`config.mk`:
```
export PLATFORM = sky130hd
export DESIGN_NAME = modbus_location_frame_receiver
export DESIGN_NICKNAME = d
export VERILOG_FILES = /design/src/design/mlfr_pkg.sv /design/src/design/mlfr_front.sv /design/src/design/mlfr_back.sv /design/src/design/mlfr_fifo.sv /design/src/design/modbus_location_frame_receiver.sv
export SDC_FILE = /design/constraint.sdc
export NUM_CORES = 2
export LEC_CHECK = 0
export BUFFER_PORTS_ARGS = -buffer_cell sky130_fd_sc_hd__clkbuf_2
export CORE_UTILIZATION = 47
export DETAILED_ROUTE_END_ITERATION = 6
export PLACE_DENSITY = 0.73
export SETUP_SLACK_MARGIN = 0.4
export SKIP_LAST_GASP = 1
export SYNTH_ARGS = -nofsm -noshare
export SYNTH_HDL_FRONTEND = slang
export SYNTH_SLANG_ARGS = --single-unit
```
`constraint.sdc`:
```
create_clock -name clk -period 12.75 [get_ports clk]
set_input_delay 2.55 -clock clk [delete_from_list [all_inputs] [get_ports clk]]
set_output_delay 2.55 -clock clk [all_outputs]
set_load 0.1 [all_outputs]
```
`src/design/mlfr_pkg.sv`:
```
// Shared types, constants and the CRC step of the location frame receiver.
`timescale 1ns / 1ps
package mlfr_pkg;

	localparam int BUF_DEPTH    = 128;
	localparam int ANCHOR_COUNT = 16;
	localparam int STAMP_COUNT  = 6;
	localparam int AW           = $clog2(BUF_DEPTH);
	localparam int PW           = AW + 1;
	localparam int LW           = (PW > 9) ? PW : 9;
	localparam int RQ_DEPTH     = 4;

	localparam logic [2:0] K_START = 3'd0;
	localparam logic [2:0] K_STOP  = 3'd1;
	localparam logic [2:0] K_CRC   = 3'd2;
	localparam logic [2:0] K_LONG  = 3'd3;
	localparam logic [2:0] K_FIELD = 3'd4;
	localparam logic [2:0] K_POS   = 3'd5;
	localparam logic [2:0] K_TRUNC = 3'd6;

	localparam logic [4:0] F_IND    = 5'd0;
	localparam logic [4:0] F_TAG    = 5'd1;
	localparam logic [4:0] F_STATUS = 5'd2;
	localparam logic [4:0] F_X      = 5'd3;
	localparam logic [4:0] F_DIST   = 5'd6;
	localparam logic [4:0] F_DIAG   = 5'd7;
	localparam logic [4:0] F_STAMP  = 5'd15;
	localparam logic [4:0] F_DFLAGS = 5'd16;

	localparam logic [7:0] CH_P     = 8'h50;
	localparam logic [7:0] CH_G     = 8'h47;
	localparam logic [7:0] CH_S     = 8'h53;
	localparam logic [7:0] CH_T     = 8'h54;
	localparam logic [7:0] CH_A     = 8'h41;
	localparam logic [7:0] CH_O     = 8'h4F;
	localparam logic [7:0] MB_ADDR  = 8'h01;
	localparam logic [7:0] MB_FUNC  = 8'h03;
	localparam logic [7:0] TY_ANC   = 8'hCA;
	localparam logic [7:0] TY_TAG   = 8'hAC;
	localparam logic [7:0] TY_LOW   = 8'hDA;

	typedef enum logic [1:0] {J_START, J_STOP, J_LONG, J_FRAME} job_kind_t;
	typedef enum logic [1:0] {FT_NONE, FT_ANCHOR, FT_TAG} ftype_t;

	typedef struct packed {
		job_kind_t       jk;
		logic [PW-1:0]   flen;
		ftype_t          ft;
	} job_t;

	typedef struct packed {
		logic            en;
		logic [AW-1:0]   addr;
		logic [7:0]      data;
	} wr_t;

	typedef struct packed {
		logic [2:0]         kind;
		logic               source;
		logic [4:0]         field_code;
		logic [3:0]         item_index;
		logic [31:0]        value;
		logic signed [15:0] report_x;
		logic signed [15:0] report_y;
		logic               last;
	} result_t;

	function automatic logic [15:0] crc_byte(input logic [15:0] c, input logic [7:0] b);
		logic [15:0] r;
		r = c ^ {8'h00, b};
		for (int k = 0; k < 8; k++) begin
			r = r[0] ? ((r >> 1) ^ 16'hA001) : (r >> 1);
		end
		return r;
	endfunction

endpackage

```
`src/design/mlfr_front.sv`:
```
// Front end: stores bytes, tracks the header and issues a job per frame or command.
`timescale 1ns / 1ps
module mlfr_front (
	input  logic           clk,
	input  logic           arst_n,
	input  logic           accept,
	input  logic [7:0]     rx_byte,
	input  logic           job_take,
	output mlfr_pkg::wr_t  wr,
	output logic           job_valid,
	output mlfr_pkg::job_t job
);
	import mlfr_pkg::*;

	logic [PW-1:0] fill_q;
	logic [7:0]    s_q [5];
	logic [7:0]    s_n [5];
	logic [PW-1:0] f;
	logic [PW-1:0] nf;
	logic [LW-1:0] flen;
	logic          is_p;
	logic          is_mb;
	ftype_t        ft;
	logic          job_valid_q;
	job_t          job_q;

	always_comb begin
		f  = (fill_q >= PW'(BUF_DEPTH)) ? '0 : fill_q;
		nf = f + PW'(1);
		for (int k = 0; k < 5; k++) begin
			s_n[k] = (f == PW'(k)) ? rx_byte : s_q[k];
		end
		flen  = LW'(s_n[2]) + LW'(5);
		is_p  = s_n[0] == CH_P && s_n[1] == CH_G && s_n[2] == CH_S && s_n[3] == CH_T;
		is_mb = s_n[0] == MB_ADDR && s_n[1] == MB_FUNC;
		if (s_n[3] == TY_ANC && s_n[4] == TY_LOW) begin
			ft = FT_ANCHOR;
		end else if (s_n[3] == TY_TAG && s_n[4] == TY_LOW) begin
			ft = FT_TAG;
		end else begin
			ft = FT_NONE;
		end
	end

	always_ff @(posedge clk) begin
		if (accept) begin
			for (int k = 0; k < 5; k++) begin
				s_q[k] <= s_n[k];
			end
		end
	end

	always_ff @(posedge clk or negedge arst_n) begin
		if (!arst_n) begin
			fill_q      <= '0;
			job_valid_q <= 1'b0;
			job_q       <= '0;
		end else begin
			if (job_take) begin
				job_valid_q <= 1'b0;
			end
			if (accept) begin
				fill_q <= nf;
				if (nf >= PW'(5)) begin
					if (is_p && s_n[4] == CH_A) begin
						job_valid_q <= 1'b1;
						job_q       <= '{jk: J_START, flen: '0, ft: FT_NONE};
						fill_q      <= '0;
					end else if (is_p && s_n[4] == CH_O) begin
						job_valid_q <= 1'b1;
						job_q       <= '{jk: J_STOP, flen: '0, ft: FT_NONE};
						fill_q      <= '0;
					end else if (is_mb) begin
						if (flen > LW'(BUF_DEPTH)) begin
							job_valid_q <= 1'b1;
							job_q       <= '{jk: J_LONG, flen: '0, ft: FT_NONE};
							fill_q      <= '0;
						end else if (LW'(nf) >= flen) begin
							job_valid_q <= 1'b1;
							job_q       <= '{jk: J_FRAME, flen: flen[PW-1:0], ft: ft};
							fill_q      <= '0;
						end
					end else begin
						fill_q <= '0;
					end
				end
			end
		end
	end

	assign wr        = '{en: accept, addr: f[AW-1:0], data: rx_byte};
	assign job_valid = job_valid_q;
	assign job       = job_q;

endmodule

```
`src/design/mlfr_back.sv`:
```
// Back end: frame memory, CRC check and the field decode sequencer.
`timescale 1ns / 1ps
module mlfr_back (
	input  logic              clk,
	input  logic              arst_n,
	input  mlfr_pkg::wr_t     wr,
	input  logic              job_valid,
	input  mlfr_pkg::job_t    job,
	input  logic [15:0]       watched_tag_id,
	input  logic              fifo_full,
	output logic              job_take,
	output logic              busy,
	output logic              res_push,
	output mlfr_pkg::result_t res
);
	import mlfr_pkg::*;

	typedef enum logic [2:0] {B_IDLE, B_CRC, B_FETCH, B_PLAN, B_USE, B_FLUSH} bstate_t;
	typedef enum logic [4:0] {
		P_SIMPLE, P_TRUNC, P_CRCV,
		A_IND, A_TAG, A_FLAGS, A_POS, A_XYZ, A_DSEC, A_DIST, A_GSEC, A_DIAG, A_SSEC, A_STAMP,
		T_IND, T_FSEC, T_FLAGS, T_DIST, T_PSEC, T_STAT, T_XYZ, T_REP
	} phase_t;

	logic [7:0] mem [BUF_DEPTH];
	logic [7:0] rdata_q;
	logic [AW-1:0] raddr;
	logic [PW-1:0] rsum;

	bstate_t state_q, state_d;
	phase_t  ph_q, ph_d;
	logic [PW-1:0] cnt_q, cnt_d, pos_q, pos_d, lim_q, lim_d, flen_q, flen_d;
	logic [2:0]    n_q, n_d, kind_q, kind_d;
	logic [15:0]   crc_q, crc_d, tag_q, tag_d;
	logic [31:0]   acc_q, acc_d, flags_q, flags_d;
	logic [3:0]    ind_q, ind_d, idx_q, idx_d;
	logic          src_q, src_d;
	ftype_t        ft_q, ft_d;
	logic signed [15:0] last_x_q, last_x_d, last_y_q, last_y_d;
	result_t       pend_q, pend_d, er;
	logic          pend_v_q, pend_v_d, em, go;

	function automatic result_t mk_field(input logic s, input logic [4:0] code,
	                                     input logic [3:0] i, input logic [31:0] v);
		result_t r;
		r = '0;
		r.kind       = K_FIELD;
		r.source     = s;
		r.field_code = code;
		r.item_index = i;
		r.value      = v;
		return r;
	endfunction

	assign rsum  = pos_q + cnt_q;
	assign raddr = (state_q == B_CRC) ? cnt_q[AW-1:0] : rsum[AW-1:0];

	always_ff @(posedge clk) begin
		if (wr.en) begin
			mem[wr.addr] <= wr.data;
		end
		rdata_q <= mem[raddr];
	end

	always_comb begin
		state_d = state_q; ph_d = ph_q; cnt_d = cnt_q; pos_d = pos_q; lim_d = lim_q;
		flen_d = flen_q; n_d = n_q; kind_d = kind_q; crc_d = crc_q; tag_d = tag_q;
		acc_d = acc_q; flags_d = flags_q; ind_d = ind_q; idx_d = idx_q; src_d = src_q;
		ft_d = ft_q; last_x_d = last_x_q; last_y_d = last_y_q;
		pend_d = pend_q; pend_v_d = pend_v_q;
		em = 1'b0; er = '0; job_take = 1'b0;
		go = !(pend_v_q && fifo_full);
		case (state_q)
			B_IDLE: begin
				if (job_valid) begin
					job_take = 1'b1;
					src_d    = 1'b0;
					if (job.jk == J_FRAME) begin
						crc_d   = 16'hFFFF;
						cnt_d   = '0;
						flen_d  = job.flen;
						ft_d    = job.ft;
						state_d = B_CRC;
					end else begin
						case (job.jk)
							J_START: kind_d = K_START;
							J_STOP:  kind_d = K_STOP;
							default: kind_d = K_LONG;
						endcase
						ph_d    = P_SIMPLE;
						state_d = B_PLAN;
					end
				end
			end
			B_CRC: begin
				if (cnt_q != '0) begin
					crc_d = crc_byte(crc_q, rdata_q);
				end
				if (cnt_q == flen_q - PW'(2)) begin
					pos_d   = flen_q - PW'(2);
					lim_d   = flen_q;
					n_d     = 3'd2;
					cnt_d   = '0;
					ph_d    = P_CRCV;
					state_d = B_FETCH;
				end else begin
					cnt_d = cnt_q + PW'(1);
				end
			end
			B_FETCH: begin
				if (cnt_q == '0 && ({1'b0, pos_q} + (PW+1)'(n_q)) > {1'b0, lim_q}) begin
					ph_d    = P_TRUNC;
					state_d = B_PLAN;
				end else begin
					acc_d = (cnt_q == '0) ? '0 : {acc_q[23:0], rdata_q};
					if (cnt_q == PW'(n_q)) begin
						pos_d   = pos_q + PW'(n_q);
						state_d = B_USE;
					end else begin
						cnt_d = cnt_q + PW'(1);
					end
				end
			end
			B_PLAN: begin
				if (go) begin
					cnt_d = '0;
					case (ph_q)
						P_SIMPLE: begin
							em = 1'b1; er.kind = kind_q; state_d = B_FLUSH;
						end
						P_TRUNC: begin
							em = 1'b1; er.kind = K_TRUNC; er.source = src_q; state_d = B_FLUSH;
						end
						A_IND, A_TAG, T_IND, T_FLAGS, A_XYZ, T_XYZ, A_DIAG, T_STAT: begin
							n_d = 3'd2; state_d = B_FETCH;
						end
						A_FLAGS, A_STAMP: begin
							n_d = 3'd4; state_d = B_FETCH;
						end
						A_POS: begin
							if (ind_q[0] && flags_q[16]) begin
								ph_d = A_XYZ; idx_d = '0;
							end else begin
								if (ind_q[0]) pos_d = pos_q + PW'(6);
								ph_d = A_DSEC;
							end
						end
						A_DSEC: begin
							idx_d = '0;
							ph_d  = ind_q[1] ? A_DIST : A_GSEC;
						end
						A_DIST: begin
							if (flags_q[{1'b0, idx_q}]) begin
								n_d = 3'd2; state_d = B_FETCH;
							end else begin
								pos_d = pos_q + PW'(2);
								em    = 1'b1;
								er    = mk_field(src_q, F_DIST, idx_q, '0);
								if (idx_q == 4'(ANCHOR_COUNT - 1)) ph_d = A_GSEC;
								else idx_d = idx_q + 4'd1;
							end
						end
						A_GSEC: begin
							idx_d = '0;
							if (ind_q[2] && tag_q == watched_tag_id) begin
								ph_d = A_DIAG;
							end else begin
								if (ind_q[2]) pos_d = pos_q + PW'(16);
								ph_d = A_SSEC;
							end
						end
						A_SSEC: begin
							idx_d = '0;
							if (ind_q[3] && tag_q == watched_tag_id) ph_d = A_STAMP;
							else state_d = B_FLUSH;
						end
						T_FSEC: begin
							if (ind_q[0]) ph_d = T_FLAGS;
							else ph_d = T_PSEC;
						end
						T_DIST: begin
							if (flags_q[{1'b0, idx_q}]) begin
								n_d = 3'd2; state_d = B_FETCH;
							end else begin
								pos_d = pos_q + PW'(2);
								if (idx_q == 4'(ANCHOR_COUNT - 1)) ph_d = T_PSEC;
								else idx_d = idx_q + 4'd1;
							end
						end
						T_PSEC: begin
							if (ind_q[1]) ph_d = T_STAT;
							else state_d = B_FLUSH;
						end
						T_REP: begin
							em = 1'b1; er.kind = K_POS; er.source = 1'b1;
							er.report_x = last_x_q; er.report_y = last_y_q;
							state_d = B_FLUSH;
						end
						default: state_d = B_FLUSH;
					endcase
				end
			end
			B_USE: begin
				if (go) begin
					state_d = B_PLAN;
					case (ph_q)
						P_CRCV: begin
							if (acc_q[15:8] == crc_q[7:0] && acc_q[7:0] == crc_q[15:8]) begin
								pos_d = PW'(5);
								lim_d = flen_q - PW'(2);
								case (ft_q)
									FT_ANCHOR: begin ph_d = A_IND; src_d = 1'b0; end
									FT_TAG:    begin ph_d = T_IND; src_d = 1'b1; end
									default:   state_d = B_FLUSH;
								endcase
							end else begin
								em = 1'b1; er.kind = K_CRC; state_d = B_FLUSH;
							end
						end
						A_IND: begin
							ind_d = acc_q[3:0]; em = 1'b1;
							er = mk_field(src_q, F_IND, '0, acc_q); ph_d = A_TAG;
						end
						A_TAG: begin
							tag_d = acc_q[15:0]; em = 1'b1;
							er = mk_field(src_q, F_TAG, '0, acc_q); ph_d = A_FLAGS;
						end
						A_FLAGS: begin
							flags_d = acc_q; em = 1'b1;
							er = mk_field(src_q, F_STATUS, '0, acc_q); ph_d = A_POS;
						end
						A_XYZ, T_XYZ: begin
							if (idx_q == 4'd0) last_x_d = acc_q[15:0];
							if (idx_q == 4'd1) last_y_d = acc_q[15:0];
							em = 1'b1;
							er = mk_field(src_q, F_X + {1'b0, idx_q}, '0, acc_q);
							if (idx_q == 4'd2) ph_d = (ph_q == A_XYZ) ? A_DSEC : T_REP;
							else idx_d = idx_q + 4'd1;
						end
						A_DIST, T_DIST: begin
							em = 1'b1;
							er = mk_field(src_q, F_DIST, idx_q, acc_q);
							if (idx_q == 4'(ANCHOR_COUNT - 1)) ph_d = (ph_q == A_DIST) ? A_GSEC : T_PSEC;
							else idx_d = idx_q + 4'd1;
						end
						A_DIAG: begin
							em = 1'b1;
							er = mk_field(src_q, F_DIAG + {1'b0, idx_q}, '0,
							              (idx_q == 4'd7) ? (acc_q >> 6) : acc_q);
							if (idx_q == 4'd7) ph_d = A_SSEC;
							else idx_d = idx_q + 4'd1;
						end
						A_STAMP: begin
							em = 1'b1;
							er = mk_field(src_q, F_STAMP, idx_q, acc_q);
							if (idx_q == 4'(STAMP_COUNT - 1)) state_d = B_FLUSH;
							else idx_d = idx_q + 4'd1;
						end
						T_IND: begin
							ind_d = acc_q[3:0]; em = 1'b1;
							er = mk_field(src_q, F_IND, '0, acc_q); ph_d = T_FSEC;
						end
						T_FLAGS: begin
							flags_d = {16'h0000, acc_q[15:0]}; idx_d = '0; em = 1'b1;
							er = mk_field(src_q, F_DFLAGS, '0, acc_q); ph_d = T_DIST;
						end
						T_STAT: begin
							em = 1'b1; idx_d = '0;
							er = mk_field(src_q, F_STATUS, '0, acc_q);
							ph_d = (acc_q == 32'd1) ? T_XYZ : T_REP;
						end
						default: state_d = B_FLUSH;
					endcase
				end
			end
			B_FLUSH: begin
				if (go) begin
					pend_v_d = 1'b0;
					state_d  = B_IDLE;
				end
			end
			default: state_d = B_IDLE;
		endcase
		if (em) begin
			pend_d   = er;
			pend_v_d = 1'b1;
		end
		res_push = pend_v_q && go && (em || state_q == B_FLUSH);
		res      = pend_q;
		res.last = (state_q == B_FLUSH);
	end

	always_ff @(posedge clk or negedge arst_n) begin
		if (!arst_n) begin
			state_q  <= B_IDLE;
			ph_q     <= P_SIMPLE;
			pend_v_q <= 1'b0;
			last_x_q <= '0;
			last_y_q <= '0;
			cnt_q <= '0; pos_q <= '0; lim_q <= '0; flen_q <= '0; n_q <= '0; kind_q <= '0;
			crc_q <= '0; tag_q <= '0; acc_q <= '0; flags_q <= '0; ind_q <= '0; idx_q <= '0;
			src_q <= 1'b0; ft_q <= FT_NONE; pend_q <= '0;
		end else begin
			state_q  <= state_d;
			ph_q     <= ph_d;
			pend_v_q <= pend_v_d;
			last_x_q <= last_x_d;
			last_y_q <= last_y_d;
			cnt_q <= cnt_d; pos_q <= pos_d; lim_q <= lim_d; flen_q <= flen_d; n_q <= n_d;
			kind_q <= kind_d; crc_q <= crc_d; tag_q <= tag_d; acc_q <= acc_d;
			flags_q <= flags_d; ind_q <= ind_d; idx_q <= idx_d; src_q <= src_d;
			ft_q <= ft_d; pend_q <= pend_d;
		end
	end

	assign busy = (state_q != B_IDLE);

endmodule

```
`src/design/mlfr_fifo.sv`:
```
// Result queue between the decode sequencer and the output ports.
`timescale 1ns / 1ps
module mlfr_fifo (
	input  logic              clk,
	input  logic              arst_n,
	input  logic              push,
	input  mlfr_pkg::result_t din,
	input  logic              pop,
	output logic              full,
	output logic              empty,
	output mlfr_pkg::result_t dout
);
	import mlfr_pkg::*;

	localparam int QW = $clog2(RQ_DEPTH);

	result_t        ent_q [RQ_DEPTH];
	logic [QW-1:0]  wp_q, rp_q;
	logic [QW:0]    cnt_q;
	logic           do_push, do_pop;

	assign full    = (cnt_q == (QW+1)'(RQ_DEPTH));
	assign empty   = (cnt_q == '0);
	assign do_push = push && !full;
	assign do_pop  = pop && !empty;
	assign dout    = ent_q[rp_q];

	always_ff @(posedge clk) begin
		if (do_push) begin
			ent_q[wp_q] <= din;
		end
	end

	always_ff @(posedge clk or negedge arst_n) begin
		if (!arst_n) begin
			wp_q  <= '0;
			rp_q  <= '0;
			cnt_q <= '0;
		end else begin
			if (do_push) wp_q <= wp_q + QW'(1);
			if (do_pop)  rp_q <= rp_q + QW'(1);
			cnt_q <= cnt_q + (QW+1)'(do_push) - (QW+1)'(do_pop);
		end
	end

endmodule

```
`src/design/modbus_location_frame_receiver.sv`:
```
// Top level of the location frame receiver: front end, decode back end, result queue.
//  channel   | direction | handshake            | payload
//  rx bytes  | in        | push / full          | rx_byte
//  config    | in        | cfg_we               | watched_tag_id
//  results   | out       | empty / pop          | kind .. last
// A byte that completes nothing leaves full low; full rises for the job it starts.
// A frame job takes the job and runs the CRC (one memory read per byte), then fetches
// and checks the CRC bytes; each field is then fetched byte by byte and used, with
// a decision step in B_PLAN for each section.
// full stays high while the back end works; a full result queue stalls the back end.
// Reset clears fill count, queue and stored coordinates; the frame memory is not cleared.
`timescale 1ns / 1ps
module modbus_location_frame_receiver (
	input  logic               clk,
	input  logic               arst_n,
	input  logic               push,
	output logic               full,
	input  logic [7:0]         rx_byte,
	input  logic               cfg_we,
	input  logic [15:0]        watched_tag_id,
	output logic               empty,
	input  logic               pop,
	output logic [2:0]         kind,
	output logic               source,
	output logic [4:0]         field_code,
	output logic [3:0]         item_index,
	output logic [31:0]        value,
	output logic signed [15:0] report_x,
	output logic signed [15:0] report_y,
	output logic               last
);
	import mlfr_pkg::*;

	logic [15:0] watched_q;
	wr_t         wr;
	logic        job_valid, job_take, busy, res_push, q_full;
	job_t        job;
	result_t     res, head;

	always_ff @(posedge clk or negedge arst_n) begin
		if (!arst_n) begin
			watched_q <= '0;
		end else if (cfg_we) begin
			watched_q <= watched_tag_id;
		end
	end

	assign full = job_valid || busy;

	mlfr_front u_front (
		.clk(clk), .arst_n(arst_n), .accept(push && !full), .rx_byte(rx_byte),
		.job_take(job_take), .wr(wr), .job_valid(job_valid), .job(job)
	);

	mlfr_back u_back (
		.clk(clk), .arst_n(arst_n), .wr(wr), .job_valid(job_valid), .job(job),
		.watched_tag_id(watched_q), .fifo_full(q_full), .job_take(job_take),
		.busy(busy), .res_push(res_push), .res(res)
	);

	mlfr_fifo u_fifo (
		.clk(clk), .arst_n(arst_n), .push(res_push), .din(res), .pop(pop),
		.full(q_full), .empty(empty), .dout(head)
	);

	assign kind       = head.kind;
	assign source     = head.source;
	assign field_code = head.field_code;
	assign item_index = head.item_index;
	assign value      = head.value;
	assign report_x   = head.report_x;
	assign report_y   = head.report_y;
	assign last       = head.last;

	a_single_last: assert property (@(posedge clk) disable iff (!arst_n)
		(!empty && (kind == K_START || kind == K_STOP || kind == K_LONG || kind == K_CRC))
		|-> last)
		else $error("single result without last");

	a_report_only: assert property (@(posedge clk) disable iff (!arst_n)
		(!empty && kind != K_POS) |-> (report_x == 16'sd0 && report_y == 16'sd0))
		else $error("coordinates outside position report");

	a_field_only: assert property (@(posedge clk) disable iff (!arst_n)
		(!empty && kind != K_FIELD) |-> (field_code == 5'd0 && value == 32'd0))
		else $error("field data outside field result");

endmodule
```
# Word-level counts from Yosys, hierarchy flattened
# Memory sizes are Yosys's and may differ from the RTL's. A register that Yosys moved wholly into a read port is not among the register bits.
# Index checks and enable logic that the tools add are counted.
[totals] elab_cells=420 mem_count=3 input_bits=29 regBits=292 ram_bits=1376
[memory_table] name="u_back.mem" depth=128 width=8 rd=1 rd_clocked_by_memory_dff=1 write_ports=1 line="mlfr_back.sv:25" rtl="logic [7:0] mem [BUF_DEPTH];"
[memory_table] name="u_fifo.ent_q" depth=4 width=78 rd=1 rd_clocked_by_memory_dff=0 write_ports=1 line="mlfr_fifo.sv:17" rtl="result_t ent_q [RQ_DEPTH];"
[memory_table] name="u_front.s_q" depth=5 width=8 rd=5 rd_clocked_by_memory_dff=0 write_ports=5 line="mlfr_front.sv:16" rtl="logic [7:0] s_q [5];"
[classes] magnitude_cmp=6 bitwise_logic=12 addsub=17 n_eq_ne=104 muxes=164 n_reduce_logical=79
[op_table] op="$pmux W75 S8" count=1
[op_table] op="$mux W8" count=34
[op_table] op="$mux W78" count=3
[op_table] op="$mux W16" count=11
[op_table] op="$pmux W78 S2" count=1
[op_table] op="$mux W5" count=18
[op_table] op="$mux W32" count=2
[op_table] op="$pmux W32 S2" count=1
[op_table] op="$pmux W8 S4" count=2
[op_table] op="$mux W12" count=5
[op_table] op="$pmux W5 S10" count=1
[op_table] op="$eq A8 B7 Y1 const B" count=6
[op_table] op="$mux W3" count=15
[op_table] op="$mux W41" count=1
[op_table] op="$eq A5 B4 Y1 const B" count=8
[op_table] op="$pmux W5 S8" count=1
[op_table] op="$mux W4" count=9
[op_table] op="$ne A3 B2 Y1 const B" count=12
[op_table] op="$pmux W17 S2" count=1
[op_table] op="$ne A3 B3 Y1 const B" count=11
[op_table] op="$eq A32 B1 Y1 const B" count=1
[op_table] op="$pmux W16 S2" count=1
[op_table] op="$eq A5 B5 Y1 const B" count=6
[op_table] op="$mux W1" count=28
[op_table] op="other kinds (96)" count=203

# Depth between registers and ports, before layout
[depth] ltp_word=19 mapped_depth=21 depth_no_buf=17

# By module
# Synthesis repeated with hierarchy kept, for this count alone.
[unflattened] hier_cells=5459 area_unflattened_um2=70662.8
[modules_own_cells] module="mlfr_back" seq_area_each_um2=37065.5 cells_each=4579 area_per_inst_um2=54223.3 n_inst=1
[modules_own_cells] module="mlfr_fifo" seq_area_each_um2=9544.2 cells_each=449 area_per_inst_um2=11807.6 n_inst=1
[modules_own_cells] module="mlfr_front" seq_area_each_um2=1726.7 cells_each=395 area_per_inst_um2=3968.8 n_inst=1
[modules_own_cells] module="modbus_location_frame_receiver" seq_area_each_um2=400.4 cells_each=36 area_per_inst_um2=663.1 n_inst=1

# Worst setup path before layout
# Ideal clock, no wire load.
[synth_timing] kind="input port to flip-flop" from="in push" to="mem u_back.mem[75][0] (enable)" stages=7 setup_time_ns=0.370 setup_slack_ns=7.012 required_time_ns=12.380 arrival_ns=5.367 path_buffers=3 path_cell_list="nand2_1 -> clkbuf_1 -> inv_1 -> clkbuf_1 -> nand4b_1 -> clkbuf_1 -> nor2_1"
[synth_between] elab_chain_len=3
[synth_rtl] item="start, declared" line="modbus_location_frame_receiver.sv:16" rtl="input logic push,"
[synth_rtl] item="$logic_and A1 B1 Y1" line="modbus_location_frame_receiver.sv:51" rtl=".clk(clk), .arst_n(arst_n), .accept(push && !full), .rx_byte(rx_byte),"
[synth_rtl] item="net u_front.accept" line="mlfr_front.sv:6" rtl="input logic accept,"
[synth_rtl] item="$mux W1" line="mlfr_back.sv:59" rtl="if (wr.en) begin"
[synth_rtl] item="$mux W1 (not written as such)" line="mlfr_back.sv:60" rtl="mem[wr.addr] <= wr.data;"
[synth_rtl] item="end, declared" line="mlfr_back.sv:25"
# The timed path passes the listed nets, and every way through them passes these cells.

# Worst setup path in the final report
[layout_timing] from="reg u_fifo.rp_q[0]" to="out value[2]"
[layout_between] elab_chain_len=1
[layout_rtl] item="start, declared" line="mlfr_fifo.sv:18" rtl="logic [QW-1:0] wp_q, rp_q;"
[layout_rtl] item="start signal, assigned" line="mlfr_fifo.sv:41" rtl="if (do_pop) rp_q <= rp_q + QW'(1);"
[layout_rtl] item="$mem_v2 Z4 W78"
[layout_rtl] item="end, declared" line="modbus_location_frame_receiver.sv:27" rtl="output logic [31:0] value,"
# Every way passes these cells.

==> summary.txt <==
Timing
  • Worst Hold Margin: 0.485 ns
  • Final Hold Fails: 0
  • Min Clock Period, post-route: 6.39 ns
  • Setup TNS: 0 ns
  • Share of the clock period used by the worst path after layout: 50.1%
  • Maximum clock skew at final layout: 0.0375 ns
  • Setup repair after global routing missed its margin: false
  • Maximum frequency from static timing analysis: 157 MHz
  • Endpoints failing setup: 0
  • Worst-margin pin slew: 1.30 ns
  • Count of final max-slew check failures: 0
  • Max-slew headroom at the worst pin: 12.7%

Floorplan
  • Starting density of the core: 47.5%
  • Width of the die: 389 um
  • Total Die Area: 0.151 mm^2
  • Die height: 389 um
  • Site row count: 141
  • Top-level I/O count: 109
  • Core area: 0.148 mm^2

Placement
  • Placed wire-length estimate after detailed placement: 103000 um
  • Final Wtd Congestion: 0.924
  • Area after DPL: 0.0726 mm^2
  • Port Buffer Count: 108

Final layout
  • Ratio of cells with drive above 1 in the final layout: 12.3%
  • Area occupied by registers: 0.0487 mm^2
  • Diode insertion count for antenna repair: 0
  • Final std cell area, no fill: 0.0779 mm^2
  • Area of the multi-input gates: 0.0201 mm^2
  • FILL cells: 11900
  • Net count, final: 5253
  • Area growth, synth to finish: 10.8%

Synthesis
  • Most common cell in the synthesized netlist: sky130_fd_sc_hd__edfxtp_1
  • Proportion of register bits with asynchronous set or reset after synthesis: 17.3%
  • Count of state elements after synthesis: 1674
  • Primary FF master, synth: sky130_fd_sc_hd__edfxtp_1
  • Number of flops mapped to enable cells by yosys: 1376
  • Post-Syn Area: 0.0703 mm^2
  • Cell type with the largest total area after synthesis: sky130_fd_sc_hd__edfxtp_1
  • Syn_area_per_cell: 13.6 um^2
  • Number of warnings printed during yosys synthesis: 0
  • Register area share after synthesis: 69.4%
  • Top cell types by occurrence after synthesis: sky130_fd_sc_hd__edfxtp_1, sky130_fd_sc_hd__nand2_1, sky130_fd_sc_hd__nand3_1, sky130_fd_sc_hd__dfrtp_1, sky130_fd_sc_hd__clkbuf_1
  • Share of the synthesized area in the top cell type: 58.8%
  • Top area cells in the synthesized netlist: sky130_fd_sc_hd__edfxtp_1, sky130_fd_sc_hd__dfrtp_1, sky130_fd_sc_hd__nand2_1
  • Distinct cell type count of the synthesized netlist: 86
  • Synthesized netlist net count: 5243
  • Number of standard cells after synthesis: 5162

Routing
  • Per-cell via count in the routed design: 6.00
  • Via count: 43500
  • DRC violations left: 0
  • Sum of routed wire length over all layers: 173000 um
  • Remaining number of nets flagged by the antenna check after routing: 0
  • Drt pass-1 iters: 6
  • DR WL/cell: 23.9 um
  • Initial DRC Count: 4611

Clock network
  • Clock tree sinks: 1674
  • H-tree lvl count: 4
  • Post-CTS Setup Inserts: 0
  • Deepest clock path buffer count: 3
  • CTS clk-pin slew, worst paths: 0.06 ns
  • Post-CTS Resized: 0
  • Number of buffers added by the clock tree synthesis step: 162
  • Hold-fix buffers at CTS: 0
  • CTS Root Buffer Type: sky130_fd_sc_hd__clkbuf_16
  • CTS tree: built
  • Clock insertion delay at the later pin of the skew report: 0.81 ns

Worst setup path
  • CP bufs+invs: 3
  • CP max-delay cell: sky130_fd_sc_hd__dfrtp_4
  • Slowest stage delay, CP: 0.74 ns
  • Most prevalent standard cell on the critical path: sky130_fd_sc_hd__buf_4
  • Largest fanout of any net on the critical path: 31
  • Arr. time, crit path: 3.84 ns
  • Ordered list of cells on the worst path: buf_4, buf_4, mux4_2, clkbuf_2
  • Type of element capturing the critical path: output port
  • Kind of cell adding the most delay to the critical path: buffers and inverters
  • Kind of start point of the critical path: register
  • Data required time at the worst endpoint: 10.20 ns
  • Setup CP Type: register to output port

Pwr
  • VDD IR max: 0.220 mV
  • Leakage component of the power: 28.5 nW
  • Power per standard cell area: 262 mW/mm^2

Min path
  • Path category of the worst min-delay check: register to register

GRT
  • Global-route wire length before repair: 262000 um
  • Initial antenna violation count: 1
  • GR Overflow Total: 0
  • Total Routing Usage GR: 22.7%
  • Vias in the first global route: 41900
  • Pin count of the biggest net entering global routing: 97

Status
  • Result of the run: complete, no violations

Job
  • Max-cap violations: 0
[cell usage in the layout (no fill, tap or decap), types with 56 or more instances in the layout]
cell,n
sky130_fd_sc_hd__mux4_2,83
sky130_fd_sc_hd__nand3_1,502
sky130_fd_sc_hd__xnor2_1,63
sky130_fd_sc_hd__clkbuf_2,99
sky130_fd_sc_hd__mux2_2,126
sky130_fd_sc_hd__a21oi_1,59
sky130_fd_sc_hd__nand4_1,56
sky130_fd_sc_hd__nor2_1,219
sky130_fd_sc_hd__nand2_1,931
sky130_fd_sc_hd__clkbuf_16,165
sky130_fd_sc_hd__edfxtp_1,1376
sky130_fd_sc_hd__dfrtp_1,288
sky130_fd_sc_hd__o21ai_0,91
sky130_fd_sc_hd__buf_4,82
sky130_fd_sc_hd__mux2i_1,225
sky130_fd_sc_hd__a22o_1,85
[power by group]
group	switching, mW	internal (mW)	total [mW]
Sequential	0.403	6.28	6.68
Clock	2.08	2.67	4.75
Combinational	6.36	2.58	8.95
Total	8.85	11.5	20.4
[area by class of cell]
cell class / instances / share of cell area [%]
Clock buffer: 204 / 5.57
Clock inverter: 94 / 1.19
Inverter: 57 / 0.275
Multi-Input combinational cell: 3095 / 25.8
Sequential cell: 1674 / 62.6
Tap cell: 1930 / 3.10
Timing Repair Buffer: 182 / 1.45
[per-layer routing]
layer	vias up	global-route usage [%]	routed length (um)	part of all wire (%)
li1	19300	-	-	-
met1	21800	31.8	71200	41
met2	2059	35.7	81800	47
met3	331	4.20	14500	8.4
met4	0	7.89	5520	3.2
met5	-	0	0	0
[flip-flops by register name (all words and copies together) (netlist names), 4 cells and up]
register         flops
u_back.last_x_q     16
u_back.acc_q        32
u_back.lim_q         8
watched_q           16
u_fifo.ent_q       312
u_back.ph_q          5
u_back.last_y_q     16
u_front.fill_q       8
u_front.s_q         40
u_front.job         12
u_back.ind_q         4
u_back.flags_q      17
u_back.idx_q         4
u_back.cnt_q         8
u_back.crc_q        16
u_back.tag_q        16
u_back.pos_q         8
u_back.res          77
u_back.rdata_q       8
u_back.flen_q        8
u_back.mem        1024
[per-stage QoR]
step                      setup slack [ns]  util (%)  total power, mW  instances
after floorplan                       7.01         -             13.0       5162
after global placement                6.51      49.1             15.5       6938
after detailed placement              6.47      49.1             15.6       6938
after CTS                             6.17      52.6             20.4       7236
after global routing                  6.06      52.6             21.3       7236
final                                 6.36      52.6             20.4       7236
[final timing paths]
| check | start | to | slack [ns] | cells past startpoint |
|---|---|---|---|---|
| min in group asynchronous | arst_n | u_fifo.rp_q[1]$_DFFE_PN0P_ | 1.68 | 1 |
| worst max register to register | u_front.fill_q[7]$_DFFE_PN0P_ | u_front.job[10]$_DFFE_PN0P_ | 7.13 | 18 |
| worst min register to register | u_back.last_x_q[14]$_DFFE_PN0P_ | u_back.res[31]$_DFFE_PN0P_ | 0.49 | 1 |
| worst min-delay path | u_back.last_x_q[14]$_DFFE_PN0P_ | u_back.res[31]$_DFFE_PN0P_ | 0.49 | 1 |
| max in group asynchronous | arst_n | u_back.acc_q[29]$_DFFE_PN0P_ | 8.71 | 3 |
| worst max-delay path | u_fifo.rp_q[0]$_DFFE_PN0P_ | value[2] | 6.36 | 4 |
[cell families after synthesis]
family / share of synthesized area, %
adders and majority gates: 0.969
DFF: 69.4
buffers and inverters: 2.20
AOI/OAI and AO/OA: 5.42
muxes: 8.11
and+or+nand+nor: 12.6
xor gates and xnor gates: 1.39
No activity file was read; power rests on OpenSTA's default activity.
